`src/rtl/i2cseq_pkg.sv`:
```
// ----------------------------------------------------------------------------
// I2C register transaction sequencer package
// Shared types, codes and defaults for the sequencer and its submodules.
// ----------------------------------------------------------------------------
package i2cseq_pkg;

  localparam int BufferDepthDefault = 16;

  localparam logic [2:0] OP_START   = 3'd0;
  localparam logic [2:0] OP_TX_RDY  = 3'd1;
  localparam logic [2:0] OP_RX_BYTE = 3'd2;
  localparam logic [2:0] OP_FAULT   = 3'd3;
  localparam logic [2:0] OP_LOAD    = 3'd4;

  localparam logic [1:0] FAULT_NONE  = 2'd0;
  localparam logic [1:0] FAULT_BUS   = 2'd1;
  localparam logic [1:0] FAULT_PHASE = 2'd2;

  localparam logic [1:0] REG_ADDRESS    = 2'd0;
  localparam logic [1:0] REG_IS_WRITE   = 2'd1;
  localparam logic [1:0] REG_BYTE_COUNT = 2'd2;

  typedef enum logic [2:0] {
    PH_IDLE    = 3'd0,
    PH_ADDR    = 3'd1,
    PH_RESTART = 3'd2,
    PH_TX      = 3'd3,
    PH_RX      = 3'd4
  } phase_t;

  typedef struct packed {
    logic [7:0] register_address;
    logic       is_write;
    logic [4:0] byte_count;
  } cfg_t;

  typedef struct packed {
    logic [2:0] op;
    logic [7:0] data_byte;
    logic [3:0] load_index;
  } in_item_t;

  typedef struct packed {
    logic       tx_write;
    logic [7:0] tx_byte;
    logic       rx_write;
    logic [3:0] rx_index;
    logic [7:0] rx_byte;
    logic       stop_request;
    logic       restart_request;
    logic       done_res;
    logic [1:0] fault;
  } out_item_t;

endpackage

```
`src/rtl/i2c_register_transaction_sequencer_top.sv`:
```
// ----------------------------------------------------------------------------
// I2C register transaction sequencer
// Steps one register read or write transaction over a byte-level bus engine.
// ----------------------------------------------------------------------------
// Flow: an accepted item waits in the input register; its result is
// registered once the result register is free. Throughput: one item per
// cycle unless out_ready stalls; the input refills as the result drains.
// Reset: synchronous; phase idle, counters and registers cleared. The write
// store is not cleared and holds its old contents until loaded.
module i2c_register_transaction_sequencer_top #(
  parameter int BUFFER_DEPTH = i2cseq_pkg::BufferDepthDefault
) (
  input  logic                  clk,
  input  logic                  rst,
  input  logic                  cfg_we,
  input  logic [1:0]            cfg_index,
  input  logic [7:0]            cfg_data,
  input  logic                  in_valid,
  output logic                  in_ready,
  input  i2cseq_pkg::in_item_t  in_item,
  output logic                  out_valid,
  input  logic                  out_ready,
  output i2cseq_pkg::out_item_t out_item
);
  import i2cseq_pkg::*;

  localparam int AW = (BUFFER_DEPTH > 1) ? $clog2(BUFFER_DEPTH) : 1;
  localparam int PW = $clog2(BUFFER_DEPTH + 1);

  cfg_t          cfg;
  logic          inq_valid;
  in_item_t      inq_item;
  logic          step;
  out_item_t     result;
  logic [AW-1:0] raddr;
  logic [AW-1:0] waddr;
  logic [7:0]    wdata;
  logic [7:0]    rdata;
  logic          we;

  assign step     = inq_valid && (!out_valid || out_ready);
  assign in_ready = !inq_valid || step;

  always_ff @(posedge clk) begin
    if (rst) begin
      cfg <= '0;
    end else if (cfg_we) begin
      case (cfg_index)
        REG_ADDRESS:    cfg.register_address <= cfg_data;
        REG_IS_WRITE:   cfg.is_write         <= cfg_data[0];
        REG_BYTE_COUNT: cfg.byte_count       <= cfg_data[4:0];
        default: ;
      endcase
    end
  end

  always_ff @(posedge clk) begin
    if (rst) begin
      inq_valid <= 1'b0;
    end else if (in_ready) begin
      inq_valid <= in_valid;
    end
  end

  always_ff @(posedge clk) begin
    if (in_ready && in_valid) begin
      inq_item <= in_item;
    end
  end

  always_ff @(posedge clk) begin
    if (rst) begin
      out_valid <= 1'b0;
    end else if (step) begin
      out_valid <= 1'b1;
    end else if (out_ready) begin
      out_valid <= 1'b0;
    end
  end

  always_ff @(posedge clk) begin
    if (step) begin
      out_item <= result;
    end
  end

  i2cseq_core #(
    .BUFFER_DEPTH(BUFFER_DEPTH),
    .AW(AW),
    .PW(PW)
  ) u_core (
    .clk(clk),
    .rst(rst),
    .step(step),
    .item(inq_item),
    .cfg(cfg),
    .rdata(rdata),
    .raddr(raddr),
    .we(we),
    .waddr(waddr),
    .wdata(wdata),
    .result(result)
  );

  i2cseq_store #(
    .DEPTH(BUFFER_DEPTH),
    .AW(AW)
  ) u_store (
    .clk(clk),
    .we(we),
    .waddr(waddr),
    .wdata(wdata),
    .raddr(raddr),
    .rdata(rdata)
  );

endmodule

```
`src/rtl/i2cseq_store.sv`:
```
// ----------------------------------------------------------------------------
// Write data store
// One write port and one registered read port; a write to the address being
// read is forwarded to the read data.
// ----------------------------------------------------------------------------
module i2cseq_store #(
  parameter int DEPTH = 16,
  parameter int AW    = 4
) (
  input  logic          clk,
  input  logic          we,
  input  logic [AW-1:0] waddr,
  input  logic [7:0]    wdata,
  input  logic [AW-1:0] raddr,
  output logic [7:0]    rdata
);

  logic [7:0] mem [DEPTH];

  always_ff @(posedge clk) begin
    if (we) begin
      mem[waddr] <= wdata;
    end
  end

  always_ff @(posedge clk) begin
    if (we && (waddr == raddr)) begin
      rdata <= wdata;
    end else begin
      rdata <= mem[raddr];
    end
  end

endmodule

```
`src/rtl/i2cseq_core.sv`:
```
// ----------------------------------------------------------------------------
// Transaction sequencer core
// Holds phase, remaining count and buffer position, and forms one result
// for each item it steps.
// ----------------------------------------------------------------------------
module i2cseq_core #(
  parameter int BUFFER_DEPTH = 16,
  parameter int AW = 4,
  parameter int PW = 5
) (
  input  logic                 clk,
  input  logic                 rst,
  input  logic                 step,
  input  i2cseq_pkg::in_item_t item,
  input  i2cseq_pkg::cfg_t     cfg,
  input  logic [7:0]           rdata,
  output logic [AW-1:0]        raddr,
  output logic                 we,
  output logic [AW-1:0]        waddr,
  output logic [7:0]           wdata,
  output i2cseq_pkg::out_item_t result
);
  import i2cseq_pkg::*;

  localparam logic [PW-1:0] DEPTH_P = PW'(BUFFER_DEPTH);
  localparam logic [4:0]    SAT_P   = (BUFFER_DEPTH > 31) ? 5'd31 : 5'(BUFFER_DEPTH);

  phase_t        phase, phase_next;
  logic [4:0]    remaining, remaining_next;
  logic [PW-1:0] position, position_next;
  logic          can_move;
  logic [4:0]    rem_after;
  logic [PW+3:0] pos_wide;
  logic [AW+3:0] lidx_wide;

  assign can_move  = (remaining != 5'd0) && (position < DEPTH_P);
  assign rem_after = can_move ? remaining - 5'd1 : 5'd0;
  assign pos_wide  = {4'b0, position};
  assign lidx_wide = {{AW{1'b0}}, item.load_index};

  assign we    = step && (item.op == OP_LOAD) &&
                 ({{PW{1'b0}}, item.load_index} < {4'b0, DEPTH_P});
  assign waddr = lidx_wide[AW-1:0];
  assign wdata = item.data_byte;
  assign raddr = (position_next < DEPTH_P) ? position_next[AW-1:0] : '0;

  always_ff @(posedge clk) begin
    if (rst) begin
      phase     <= PH_IDLE;
      remaining <= '0;
      position  <= '0;
    end else begin
      phase     <= phase_next;
      remaining <= remaining_next;
      position  <= position_next;
    end
  end

  always_comb begin
    phase_next     = phase;
    remaining_next = remaining;
    position_next  = position;
    if (step) begin
      case (item.op)
        OP_START: begin
          if (phase == PH_IDLE) begin
            phase_next     = PH_ADDR;
            remaining_next = (cfg.byte_count > SAT_P) ? SAT_P : cfg.byte_count;
            position_next  = '0;
          end
        end
        OP_TX_RDY: begin
          case (phase)
            PH_ADDR:    phase_next = cfg.is_write ? PH_TX : PH_RESTART;
            PH_RESTART: phase_next = PH_RX;
            PH_TX: begin
              if (can_move) begin
                position_next  = position + PW'(1);
                remaining_next = remaining - 5'd1;
              end else begin
                phase_next     = PH_IDLE;
                remaining_next = '0;
                position_next  = '0;
              end
            end
            default: ;
          endcase
        end
        OP_RX_BYTE: begin
          if (phase == PH_RX) begin
            remaining_next = rem_after;
            if (can_move) begin
              position_next = position + PW'(1);
            end
            if (rem_after == 5'd0) begin
              phase_next    = PH_IDLE;
              position_next = '0;
            end
          end
        end
        OP_FAULT: begin
          phase_next     = PH_IDLE;
          remaining_next = '0;
          position_next  = '0;
        end
        default: ;
      endcase
    end
  end

  always_comb begin
    result = '0;
    case (item.op)
      OP_START: begin
        if (phase != PH_IDLE) begin
          result.fault = FAULT_PHASE;
        end
      end
      OP_TX_RDY: begin
        case (phase)
          PH_ADDR: begin
            result.tx_write = 1'b1;
            result.tx_byte  = cfg.register_address;
          end
          PH_RESTART: begin
            result.restart_request = 1'b1;
            result.stop_request    = (remaining <= 5'd1);
          end
          PH_TX: begin
            if (can_move) begin
              result.tx_write = 1'b1;
              result.tx_byte  = rdata;
            end else begin
              result.stop_request = 1'b1;
              result.done_res     = 1'b1;
            end
          end
          default: result.fault = FAULT_PHASE;
        endcase
      end
      OP_RX_BYTE: begin
        if (phase == PH_RX) begin
          if (can_move) begin
            result.rx_write = 1'b1;
            result.rx_index = pos_wide[3:0];
            result.rx_byte  = item.data_byte;
          end
          result.stop_request = (rem_after == 5'd1);
          result.done_res     = (rem_after == 5'd0);
        end else begin
          result.fault = FAULT_PHASE;
        end
      end
      OP_FAULT: result.fault = FAULT_BUS;
      OP_LOAD:  ;
      default:  result.fault = FAULT_PHASE;
    endcase
  end

endmodule

```
`config.mk`:
```
export PLATFORM = sky130hd
export DESIGN_NAME = i2c_register_transaction_sequencer_top
export DESIGN_NICKNAME = d
export VERILOG_FILES = /design/src/rtl/i2cseq_pkg.sv /design/src/rtl/i2c_register_transaction_sequencer_top.sv /design/src/rtl/i2cseq_store.sv /design/src/rtl/i2cseq_core.sv
export SDC_FILE = /design/constraint.sdc
export NUM_CORES = 1
export LEC_CHECK = 0
export BUFFER_PORTS_ARGS = -buffer_cell sky130_fd_sc_hd__buf_4
export CORE_ASPECT_RATIO = 1.1
export CORE_MARGIN = 2
export CORE_UTILIZATION = 55
export CTS_CLUSTER_SIZE = 30
export DETAILED_ROUTE_END_ITERATION = 8
export PLACE_DENSITY = 0.77
export SLEW_MARGIN = 10
export SYNTH_ARGS = -nofsm -noshare
export SYNTH_HDL_FRONTEND = slang
export SYNTH_HIERARCHICAL = 1
export SYNTH_SLANG_ARGS = --single-unit
```
`constraint.sdc`:
```
create_clock -name clk -period 6.2 [get_ports clk]
set_input_delay 0.62 -clock clk [delete_from_list [all_inputs] [get_ports clk]]
set_output_delay 0.62 -clock clk [all_outputs]
set_load 0.05 [all_outputs]
```
# Word-level counts from Yosys, hierarchy flattened
# Memories as Yosys holds them, arrays and structs flattened. A register that Yosys moved wholly into a read port is not among the register bits.
# Cells that the tools add are included.
op_classes:
  reduce_logical: 24
  n_eq_ne: 17
  n_addsub: 2
  order_cmp: 4
  mux: 41
ops:
  columns: ["cell", "n"]
  rows:
  - ["$mux 5", 12]
  - ["$pmux 5 s4", 2]
  - ["$pmux 9 s2", 1]
  - ["$mux 13", 1]
  - ["$eq 3x2->1 const B", 4]
  - ["$mux 3", 4]
  - ["$pmux 3 s4", 1]
  - ["$lt 5x5->1 const B", 2]
  - ["$mux 1", 10]
  - ["$pmux 2 s5", 1]
  - ["$mux 9", 1]
  - ["$pmux 3 s3", 1]
  - ["$reduce_and 2->1", 4]
  - ["$reduce_and 7->1", 1]
  - ["$eq 3x1->1 const B", 2]
  - ["$eq 3x3->1 const B", 2]
  - ["$logic_not 3->1", 2]
  - ["$mux 2", 3]
  - ["$ne 2x1->1 const B", 3]
  - ["$pmux 1 s2", 3]
  - ["$add 5x1->5 const B", 1]
  - ["$eq 5x1->1 const B", 1]
  - ["$gt 5x5->1 const B", 1]
  - ["$le 5x1->1 const B", 1]
  - ["19 further kinds", 24]
totals:
  input_bits: 30
  mem_count: 1
  word_cells: 109
  reg_bits: 71
  ramBits: 128
mem_list:
  columns: ["memory", "words", "word_bits", "read_ports", "rd_clocked_by_memory_dff", "write_ports", "line", "text"]
  rows:
  - ["u_store.mem", 16, 8, 1, 1, 1, "i2cseq_store.sv:18", "logic [7:0] mem [DEPTH];"]

# Depth between registers and ports, before layout
# Gate-level depths: netlist of run 1.
depth:
  depth_word: 10
  depth_mapped: 11
  mapped_depth_nobuf: 10

# By module
# Netlist of run 1, hierarchy kept.
by_module_without_submodules:
  columns: ["mod", "area_each_um2", "cells_per_inst", "seq_area_each_um2", "n_inst"]
  rows:
  - ["i2cseq_store", 5067.4, 225, 3923.8, 1]
  - ["i2c_register_transaction_sequencer_top", 1954.4, 108, 1581.5, 1]
  - ["i2cseq_core", 1720.4, 224, 260.2, 1]

# Worst setup path after synthesis of run 1
# OpenSTA, ideal clock, no wires.
synth_timing:
  path_type: "input-to-reg"
  from: "in out_ready"
  to: "mem u_store.mem[0][0] (enable)"
  t_arrival_ps: 2911
  path_stages: 5
  t_required_ps: 5817
  setup_slack_ps: 2906
  path_buffers: 0
  path_cell_list: "nand2b_1 -> and2_1 -> and3_1 -> or3b_2 -> nor3_1"
synth_via:
  elab_chain_cells: 5
synth_rtl:
  columns: ["item", "line", "text"]
  rows:
  - ["start, declared", "i2c_register_transaction_sequencer_top.sv:22", "input logic out_ready,"]
  - ["$logic_or 1x1->1", "i2c_register_transaction_sequencer_top.sv:41", "assign step = inq_valid && (!out_valid || out_ready);"]
  - ["$logic_and 1x1->1", "i2c_register_transaction_sequencer_top.sv:41", null]
  - ["via step", "i2c_register_transaction_sequencer_top.sv:33", "logic step;"]
  - ["$logic_and 1x1->1", "i2cseq_core.sv:41", "assign we = step && (item.op == OP_LOAD) &&"]
  - ["via we", "i2c_register_transaction_sequencer_top.sv:39", "logic we;"]
  - ["$mux 1", "i2cseq_store.sv:21", "if (we) begin"]
  - ["$mux 1 (implied by the code)", "i2cseq_store.sv:22", "mem[waddr] <= wdata;"]
  - ["end, declared", "i2cseq_store.sv:18", null]
# The timed path passes the listed nets, and every way through them passes these cells.

# Worst setup path after layout of run 1
layout_timing:
  from: "reg inq_item[12] (netlist bit)"
  to: "mem u_store.mem[0][5] (enable)"
layout_via:
  elab_chain_cells: 4
layout_rtl:
  columns: ["item", "line", "text"]
  rows:
  - ["start, declared", "i2c_register_transaction_sequencer_top.sv:32", "in_item_t inq_item;"]
  - ["start signal, assigned", "i2c_register_transaction_sequencer_top.sv:67", "inq_item <= in_item;"]
  - ["$eq 3x3->1", "i2cseq_core.sv:41", null]
  - ["$logic_and 1x1->1", "i2cseq_core.sv:41", null]
  - ["via we", "i2c_register_transaction_sequencer_top.sv:39", null]
  - ["$mux 1", "i2cseq_store.sv:21", null]
  - ["$mux 1 (implied by the code)", "i2cseq_store.sv:22", null]
# The timed path passes the listed nets, and every way through them passes these cells.

==> results of run 1 <==
==> Yosys cell counts (13+ instances only) <==
library cell,number
a21oi_1,13
edfxtp_1,170
nand2b_1,27
nand2_1,18
dfxtp_1,33
mux2i_1,16
and2_1,16
buf_4,13
a22oi_1,26
mux4_1,14
nor2_1,41
mux4_2,18
==> layout by cell type, fill, tap and decap left out, types with 3 or more instances in the layout <==
| master | instances |
|---|---|
| clkbuf_16 | 21 |
| mux4_2 | 18 |
| buf_4 | 60 |
| xnor2_1 | 3 |
| dfxtp_1 | 32 |
| o21ai_0 | 6 |
| nand2b_1 | 27 |
| a22oi_1 | 26 |
| ha_1 | 6 |
| edfxtp_1 | 170 |
| nand4_1 | 5 |
| and2_1 | 16 |
| inv_1 | 8 |
| nor3_2 | 5 |
| nor3b_1 | 5 |
| a31oi_1 | 3 |
| nand2_1 | 18 |
| clkbuf_1 | 7 |
| nand3b_1 | 6 |
| o31ai_1 | 5 |
| nor2b_1 | 4 |
| mux4_1 | 14 |
| clkinv_1 | 4 |
| and3_1 | 3 |
| a21oi_1 | 13 |
| nor3_1 | 9 |
| nor2_1 | 41 |
| mux2i_1 | 16 |
| nor4_1 | 3 |
==> logic make-up (layout without fill, tap and decap cells) <==
group / after synthesis / in the layout / synth area share
fa+ha+maj: 6 / 6 / 0.00859
buf+inv: 51 / 108 / 0.0372
compound gates: 85 / 85 / 0.0767
xor+xnor: 3 / 3 / 0.00301
flops: 203 / 203 / 0.660
mux: 49 / 49 / 0.108
simple gates: 160 / 160 / 0.107
==> worst max-delay path, cell delays in order (launching register included) <==
cell and delay, ns:
edfxtp_1 0.55, nor2_1 0.41, and3_1 0.32, or3b_2 0.52, nor3_1 0.81
==> state kept, by name, indices dropped and copies added (netlist names), named ones only <==
signal	flops
u_store/mem	128
out_item	27
inq_item	15
cfg	14
u_core/phase	3
u_core/position	5
out_valid	1
u_core/remaining	5
inq_valid	1
==> cell type report <==
cell class | instances | area share
clock buffer | 30 | 0.0591
clock inverter | 8 | 0.00676
tap | 200 | 0.0255
sequential | 203 | 0.588
multi-input combinational | 303 | 0.271
timing repair buffer | 60 | 0.0459
inverter | 10 | 0.00383
==> stage by stage <==
stage | power, uW | hold slack (ns) | cell area (um2)
6_report | 2830 | 0.298 | 9810
5_1_grt | 2910 | 0.289 | 9810
4_1_cts | 2850 | 0.287 | 9800
3_5_place_dp | 1680 | 0.457 | 9160
3_3_place_gp | 1670 | 0.450 | 9160
2_1_floorplan | 1630 | 0.434 | 8740
==> routing by layer <==
metal  part of all wire  vias up
met1               0.42     2529
met3              0.060       40
met5                  0        -
li1                   -     2267
met4              0.022        0
met2               0.50      206
==> power groups by stage <==
| stage | sequential [uW] | combinational (uW) | clock, uW |
|---|---|---|---|
| after floorplan | 1560 | 75.5 | 0 |
| after global placement | 1550 | 120 | 0 |
| after detailed placement | 1560 | 124 | 0 |
| after CTS | 1530 | 125 | 1200 |
| after global routing | 1530 | 133 | 1250 |
| final | 1530 | 125 | 1180 |
==> how the worst min path moves through the flow <==
| stage | slack [ns] | cells past startpoint | start | to |
|---|---|---|---|---|
| after floorplan | 0.43 | 2 | inq_valid$_SDFFE_PP0P_ | out_valid$_SDFFE_PP0P_ |
| after global placement | 0.45 | 2 | inq_valid$_SDFFE_PP0P_ | out_valid$_SDFFE_PP0P_ |
| after detailed placement | 0.46 | 2 | inq_valid$_SDFFE_PP0P_ | out_valid$_SDFFE_PP0P_ |
| after CTS | 0.29 | 1 | in_item[7] | inq_item[7]$_DFFE_PP_ |
| after global routing | 0.29 | 1 | in_item[3] | inq_item[3]$_DFFE_PP_ |
| final | 0.30 | 1 | in_item[6] | inq_item[6]$_DFFE_PP_ |
==> impl_metrics.toml, run 1 <==
[global_route]
grt_pass1_vias = 5031
busiest_layer = "met2"
grt_use_met2 = 0.370
grt_pass1_wl_mm = 28.6
grt_max_degree = 38
antenna_found_initial = 0
met3_usage = 0.0370
gr-usage-all-layers = 0.216
grt-ovfl-total = 0
use_met1 = 0.289

[final_layout]
fin_util = 0.628
finalNonFillerCells = 814
final_layout_size_suffix_gt1_frac = 0.213
fillCellCount = 1130
num-nets-final = 635
antenna_cells = 0
multi_input_area_um2 = 2660
seq_area_um2 = 5770
area_delta_synth_final_pct = 12.2

[place]
preCtsSetupSlack_ns = 2.86
dp_hpwl_mm = 11.8
port_buffers = 58
place.gp.congestion = 0.813
dp.cells = 776

[logic_synthesis]
synth_area_per_cell_um2 = 15.7
synth_top_area_frac = 0.584
ys_seq_elements = 203
yosys_warnings = 6
syn_nets = 593
synthArstFlopShare = 0
synth_cells = 557
yosysTopAreaCell = "edfxtp_1"
yosys_most_used_dff = "edfxtp_1"
synth_cell_type_count = 71
syn_area_um2 = 8740
synth_edf_count = 170
ys_seq_area_frac = 0.660
yosys-top-cells-area = "edfxtp_1 58%, dfxtp_1 7.6%, mux4_2 4.6%, mux4_1 4.2%, a22oi_1 2.2%"

[setup_path]
required_ns = 6.31
reg2regPathDepth = 4
crit_path_end = "u_store/mem[0][5]$_DFFE_PP_"
critPathCaptureType = "flop"
rr_endpoint = "u_store/mem[0][5]$_DFFE_PP_"
reg2reg_slack_ns = 3.20
r2r-start = "inq_item[12]$_DFFE_PP_"
critPathArrivalTime_ns = 3.10
path_class = "flop to flop"
critPathLaunch = "inq_item[12]$_DFFE_PP_"
startpoint_type = "flop"
critPathMaxFanout = 12

[floorplanning]
placementRows = 48
die_area_um2 = 16900
die_y_um = 136
io_pins = 59
die_w_um = 124
start_util = 0.560
coreArea_um2 = 15600

[route]
viasPerCell = 6.19
drtIter0Drc = 416
drc = 0
wl_per_cell_um = 22.5
dr.pass1.iters = 7
antenna_left = 0
num_vias = 5042
wirelength_mm = 18.3

[cts]
htreeDepth = 1
clock-sinks = 203
cts_tree = "built"
cts_buffers = 21
cts-root-buf = "clkbuf_16"
post_cts_buffers = 0
clkTransAtPathRegs_ns = 0.06
cts_buffer_depth = 3
ctsResizeCount = 0
clk_latency_ns = 0.50
holdBufCountCts = 0

[power]
netSwitchingPower_uw = 592
seqPwrFrac = 0.540
vdd_drop_max_mv = 0.279
powerDensity_nw_per_um2 = 288
pwr-share-clk = 0.416
p_sw_frac = 0.210
leakage_uw = 0.00328
pwr-share-comb = 0.044
p_int_uw = 2230

[timing]
fin_tns_setup_ns = 0
finalSetupViolCount = 0
rsz0062_at_grt = "no"
hold_violations = 0
period_needed_ns = 3.00
slew_viol_final = 0
fmax_mhz = 334
skew_ns = 0.0129
finalCritPeriodShare = 0.484
worstMarginPinSlew_ns = 1.21
final.setup.worst_slack_ns = 3.20
max_slew_margin = 0.184

[run_status]
run_status = "finished, final reports clean"

[hold_path]
hold_path.class = "input pin to flop"

[run]
cap_viol_max_count = 0
Power figures use the tool's default switching activity.
==> run 2: changes to the inputs <==
--- a/config.mk
+++ b/config.mk
@@ -8,10 +8,10 @@
 export BUFFER_PORTS_ARGS = -buffer_cell sky130_fd_sc_hd__buf_4
 export CORE_ASPECT_RATIO = 1.1
 export CORE_MARGIN = 2
-export CORE_UTILIZATION = 55
+export CORE_UTILIZATION = 54
 export CTS_CLUSTER_SIZE = 30
 export DETAILED_ROUTE_END_ITERATION = 8
-export PLACE_DENSITY = 0.77
+export PLACE_DENSITY = 0.78
 export SLEW_MARGIN = 10
 export SYNTH_ARGS = -nofsm -noshare
 export SYNTH_HDL_FRONTEND = slang
==> constraint.sdc (replaced) <==
create_clock -name clk -period 2.7 [get_ports clk]
set_input_delay 0.27 -clock clk [delete_from_list [all_inputs] [get_ports clk]]
set_output_delay 0.27 -clock clk [all_outputs]
set_load 0.05 [all_outputs]
==> run 2 against run 1 <==
Clock power up 130%. Clock skew hardly changed. Non-clock buffer count rose by 38. Power increased by 130%. Hold slack lost 0.27 ns. Core utilization grew 1.5 points. Sequential share of layout area shrank 2.0 points. Combinational power increased to 2.6 times the previous value.
==> impl_metrics.toml, run 2 (synthesized netlist as in run 1, its figures left out) <==
[hold_path]
hold_path.class = "input pin to flop"

[setup_path]
critPathMaxFanout = 8
critPathArrivalTime_ns = 2.76
path_class = "flop to flop"
required_ns = 2.83
startpoint_type = "flop"
critPathCaptureType = "flop"

[global_route]
grt_use_met2 = 0.382
grt_pass1_wl_mm = 29.1
met3_usage = 0.0361
antenna_found_initial = 0
busiest_layer = "met2"
grt-ovfl-total = 0
use_met1 = 0.294
gr-usage-all-layers = 0.220
grt_max_degree = 38
grt_pass1_vias = 5120

[timing]
finalSetupViolCount = 0
slew_viol_final = 0
fin_tns_setup_ns = 0
rsz0062_at_grt = "no"
max_slew_margin = 0.404
skew_ns = 0.0132
finalCritPeriodShare = 0.973
worstMarginPinSlew_ns = 0.894
fmax_mhz = 381
hold_violations = 0
period_needed_ns = 2.63

[floorplanning]
coreArea_um2 = 15800
die_area_um2 = 17200
io_pins = 59
start_util = 0.553
die_w_um = 125
placementRows = 48
die_y_um = 137

[power]
pwr-share-clk = 0.418
seqPwrFrac = 0.533
powerDensity_nw_per_um2 = 646
leakage_uw = 0.00348
vdd_drop_max_mv = 0.671
netSwitchingPower_uw = 1380
p_int_uw = 5180
pwr-share-comb = 0.049
p_sw_frac = 0.211

[cts]
post_cts_buffers = 0
htreeDepth = 1
clk_latency_ns = 0.50
cts_buffers = 21
clkTransAtPathRegs_ns = 0.06
clock-sinks = 203
cts_tree = "built"
cts_buffer_depth = 3
cts-root-buf = "clkbuf_16"

[route]
dr.pass1.iters = 5
drtIter0Drc = 549
num_vias = 5181
viasPerCell = 6.08
wl_per_cell_um = 22.1
wirelength_mm = 18.8
drc = 0
antenna_left = 0

[final_layout]
top_register = "u_store/mem"
fillCellCount = 1084
antenna_cells = 0
final_cell_mix = "170 x edfxtp_1, 82 x buf_4, 41 x nor2_1, 32 x dfxtp_1, 27 x nand2b_1"
reg_top3 = "u_store/mem: 128 flops, out_item: 27 flops, inq_item: 15 flops"
num-nets-final = 673
final_layout_size_suffix_gt1_frac = 0.242
area_delta_synth_final_pct = 16.2
largest_reg_flops = 128
mostFrequentLayoutCell = "edfxtp_1"
finish.instance_area_um2 = 10200

[place]
place_area_um2 = 9350
port_buffers = 58
place.gp.congestion = 0.897
dp_hpwl_mm = 12.4

[run_status]
run_status = "finished, final reports clean"

[run]
cap_viol_max_count = 0
-- run 2: path summary, 6_finish.rpt --
path | start | endpoint | slack (ns) | depth (start not counted)
max | inq_item[13]$_DFFE_PP_ | u_store/mem[0][4]$_DFFE_PP_ | 0.07 | 4
min | in_valid | inq_valid$_SDFFE_PP0P_ | 0.02 | 3
max reg2reg | inq_item[13]$_DFFE_PP_ | u_store/mem[0][4]$_DFFE_PP_ | 0.07 | 4
min reg2reg | cfg[12]$_SDFFE_PP0P_ | cfg[12]$_SDFFE_PP0P_ | 0.48 | 2
-- run 2: cell type report --
class,instances,area (um2),share of cell area
flip-flops and latches,203,5770,0.568
multi-input cells,303,2660,0.262
repair buffers,98,786,0.0773
clock buffers,34,636,0.0626
well taps,200,250,0.0246
inverters,10,37.5,0.00369
clock inverters,4,27.5,0.00271
-- run 2: what timing repair did --
action / in CTS / in global routing
resized for setup: 0 / 0
hold buffers: 15 / 0
endpoints found under the hold margin: 15 / 0
setup endpoints to repair: 0 / 0
-- run 2: per-stage QoR --
step | power [uW] | setup slack, ns | utilization | std cells | hold slack (ns)
2_1_floorplan | 3750 | 0.0548 | - | 557 | 0.342
3_3_place_gp | 3850 | 0.358 | 0.592 | 799 | 0.443
3_5_place_dp | 3860 | 0.183 | 0.592 | 799 | 0.449
4_1_cts | 6610 | 0.0976 | 0.643 | 852 | 0.00743
5_1_grt | 6780 | 0.0219 | 0.643 | 852 | 0.0372
6_report | 6560 | 0.0734 | 0.643 | 852 | 0.0234
-- run 2: worst max-delay path, cell delays in order, from the launching register on --
cell and delay (ns):
edfxtp_1 0.51, nor2_1 0.31, and3_1 0.36, or3b_2 0.53, nor3_2 0.54
-- run 2: per-layer routing --
metal | wire [um] | up-vias
met5 | 0 | -
met4 | 423 | 0
met3 | 1120 | 36
met2 | 9520 | 209
met1 | 7740 | 2598
li1 | - | 2338
-- run 2: power groups by stage --
stage | combinational (uW) | sequential [uW] | clock [uW]
detailed placement | 298 | 3560 | 0
global route | 340 | 3510 | 2930
global placement | 289 | 3560 | 0
CTS | 317 | 3500 | 2790
finish | 319 | 3500 | 2740
floorplan | 174 | 3570 | 0
==> run 3: changes to the inputs <==
--- a/config.mk
+++ b/config.mk
@@ -6,9 +6,11 @@
 export NUM_CORES = 1
 export LEC_CHECK = 0
 export BUFFER_PORTS_ARGS = -buffer_cell sky130_fd_sc_hd__buf_4
+export CELL_PAD_IN_SITES_DETAIL_PLACEMENT = 0
+export CELL_PAD_IN_SITES_GLOBAL_PLACEMENT = 2
 export CORE_ASPECT_RATIO = 1.1
 export CORE_MARGIN = 2
-export CORE_UTILIZATION = 54
+export CORE_UTILIZATION = 40
 export CTS_CLUSTER_SIZE = 30
 export DETAILED_ROUTE_END_ITERATION = 8
 export PLACE_DENSITY = 0.78
==> run 3 against run 2 <==
Fmax up 6.5%. Clock skew down 0.0043 ns. Via count down 5.1%. Flip-flop and latch count unchanged. Count of clock-buffer cells in the layout down 9. Register-to-register slack better by 0.16 ns. Hold slack better by 0.013 ns. Routed wire length down 2.0%. Largest power group unchanged. Highest routed layer unchanged.
==> impl_metrics.toml, run 3 (synthesized netlist as in run 1, its figures left out) <==
[global_route]
busiest_layer = "met2"
grt-ovfl-total = 0
grt_use_met2 = 0.287
grt_pass1_vias = 5087
gr-usage-all-layers = 0.160
use_met1 = 0.204
grt_pass1_wl_mm = 29.0
met3_usage = 0.0272
grt_max_degree = 38
antenna_found_initial = 0

[timing]
worstMarginPinSlew_ns = 0.874
rsz0062_at_grt = "no"
max_slew_margin = 0.415
skew_ns = 0.00887
slew_viol_final = 0
finalSetupViolCount = 0
fmax_mhz = 405
finalCritPeriodShare = 0.913
fin_tns_setup_ns = 0
period_needed_ns = 2.47
hold_violations = 0

[final_layout]
final_cell_mix = "170 x edfxtp_1, 85 x buf_4, 41 x nor2_1, 32 x dfxtp_1, 27 x nand2b_1"
top_register = "u_store/mem"
reg_top3 = "u_store/mem: 128 flops, out_item: 27 flops, inq_item: 15 flops"
finalNonFillerCells = 942
antenna_cells = 0
largest_reg_flops = 128
num-nets-final = 676
area_delta_synth_final_pct = 17.8
mostFrequentLayoutCell = "edfxtp_1"
finish.instance_area_um2 = 10300
final_layout_size_suffix_gt1_frac = 0.247

[run]
cap_viol_max_count = 0

[route]
num_vias = 4916
wirelength_mm = 18.4
wl_per_cell_um = 19.6
drtIter0Drc = 445
antenna_left = 0
drc = 0
viasPerCell = 5.22
dr.pass1.iters = 5

[setup_path]
reg2regPathDepth = 7
r2r-start = "u_core/remaining[0]$_SDFFE_PP0P_"
path_class = "flop to flop"
cp_slowest_cell = "o31ai_4"
rr_endpoint = "u_core/position[4]$_SDFF_PP0_"
crit_chain = "inv_1, ha_1, nor3b_2, mux2_2, o31ai_4, a31oi_4, o21ba_1"
critPathMaxFanout = 8
required_ns = 3.07
crit_path_max_incr_delay_ns = 0.45
critPathArrivalTime_ns = 2.84
reg2reg_slack_ns = 0.23
startpoint_type = "flop"
critPathCaptureType = "flop"

[floorplanning]
placementRows = 56
die_y_um = 159
coreArea_um2 = 21400
start_util = 0.409
die_area_um2 = 23100
die_w_um = 145
io_pins = 59

[hold_path]
worstHoldEndpoint = "inq_valid$_SDFFE_PP0P_"
min_from = "in_valid"
min_path_cells = 3
hold_path.class = "input pin to flop"

[power]
vdd_drop_max_mv = 0.440
leakage_uw = 0.00349
powerDensity_nw_per_um2 = 645

[place]
place_area_um2 = 9480
dp.cells = 892
port_buffers = 58
dp_hpwl_mm = 12.3
place.gp.congestion = 0.807

[cts]
post_cts_buffers = 0
clk_latency_ns = 0.49
htreeDepth = 1
cts_tree = "built"
clock-sinks = 203
cts_buffers = 21
cts_buffer_depth = 3
clkTransAtPathRegs_ns = 0.06
cts-root-buf = "clkbuf_16"

[run_status]
run_status = "finished, final reports clean"
==> run 3: changes by cell type in the layout (fill, tap and decap cells not counted) <==
cell / previous run / this run
inv_6: 2 / 0
clkinv_2: 2 / 4
clkbuf_16: 22 / 21
bufinv_16: 0 / 3
buf_4: 82 / 85
clkinvlp_4: 0 / 2
clkinv_1: 0 / 1
clkbuf_1: 8 / 4
clkbuf_8: 4 / 0
==> run 3: power by group <==
part           internal (uW)  switching (uW)
clock                   1710            1130
combinational            128             187
sequential              3440            61.2
total                   5280            1370
==> run 3: routing by layer <==
layer	vias up	routed length (um)
met5	-	0
met4	0	253
met3	22	750
met2	98	9550
met1	2454	7870
li1	2342	-
==> run 3: layout make-up <==
cell class | count | area (um2)
clock inverter | 10 | 129
sequential | 203 | 5770
multi-input combinational | 303 | 2660
tap | 290 | 363
timing repair buffer | 101 | 808
clock buffer | 25 | 541
inverter | 10 | 37.5
fill | 1809 | 11100
==> run 3: how the worst max path moves through the flow <==
stage / from / endpoint / slack (ns) / cells past startpoint
3_3_place_gp: u_core/remaining[0]$_SDFFE_PP0P_ / u_core/position[4]$_SDFF_PP0_ / 0.37 / 7
3_5_place_dp: u_core/remaining[0]$_SDFFE_PP0P_ / u_core/position[4]$_SDFF_PP0_ / 0.27 / 7
5_1_grt: u_core/remaining[0]$_SDFFE_PP0P_ / flop / 0.01 / 7
6_report: u_core/remaining[0]$_SDFFE_PP0P_ / u_core/position[4]$_SDFF_PP0_ / 0.23 / 7
4_1_cts: u_core/remaining[0]$_SDFFE_PP0P_ / u_core/position[4]$_SDFF_PP0_ / 0.26 / 7
2_1_floorplan: out_valid$_SDFFE_PP0P_ / u_store/mem[3][0]$_DFFE_PP_ / 0.05 / 5
==> run 3: what timing repair did <==
item,CTS,global route
setup endpoints to repair,0,0
endpoints found under the hold margin,15,0
gates resized for setup,0,0
hold buffers,15,0
==> run 3: worst max-delay path, delay by kind of cell (launching register included) <==
kind | cells | cell delay, ns
buffers and inverters | 1 | 0.14
and+or+nand+nor | 1 | 0.27
DFF | 1 | 0.37
muxes | 1 | 0.43
adders and majority gates | 1 | 0.29
AOI/OAI and AO/OA | 3 | 0.85
==> run 3: stage by stage <==
step	hold WS, ns	util	total power, uW	worst slack, ns
final	0.0365	0.482	6650	0.234
after detailed placement	0.449	0.444	3870	0.271
after global routing	0.0470	0.482	6870	0.0134
after floorplan	0.342	-	3750	0.0548
after global placement	0.444	0.444	3860	0.367
after CTS	0.0191	0.482	6730	0.262
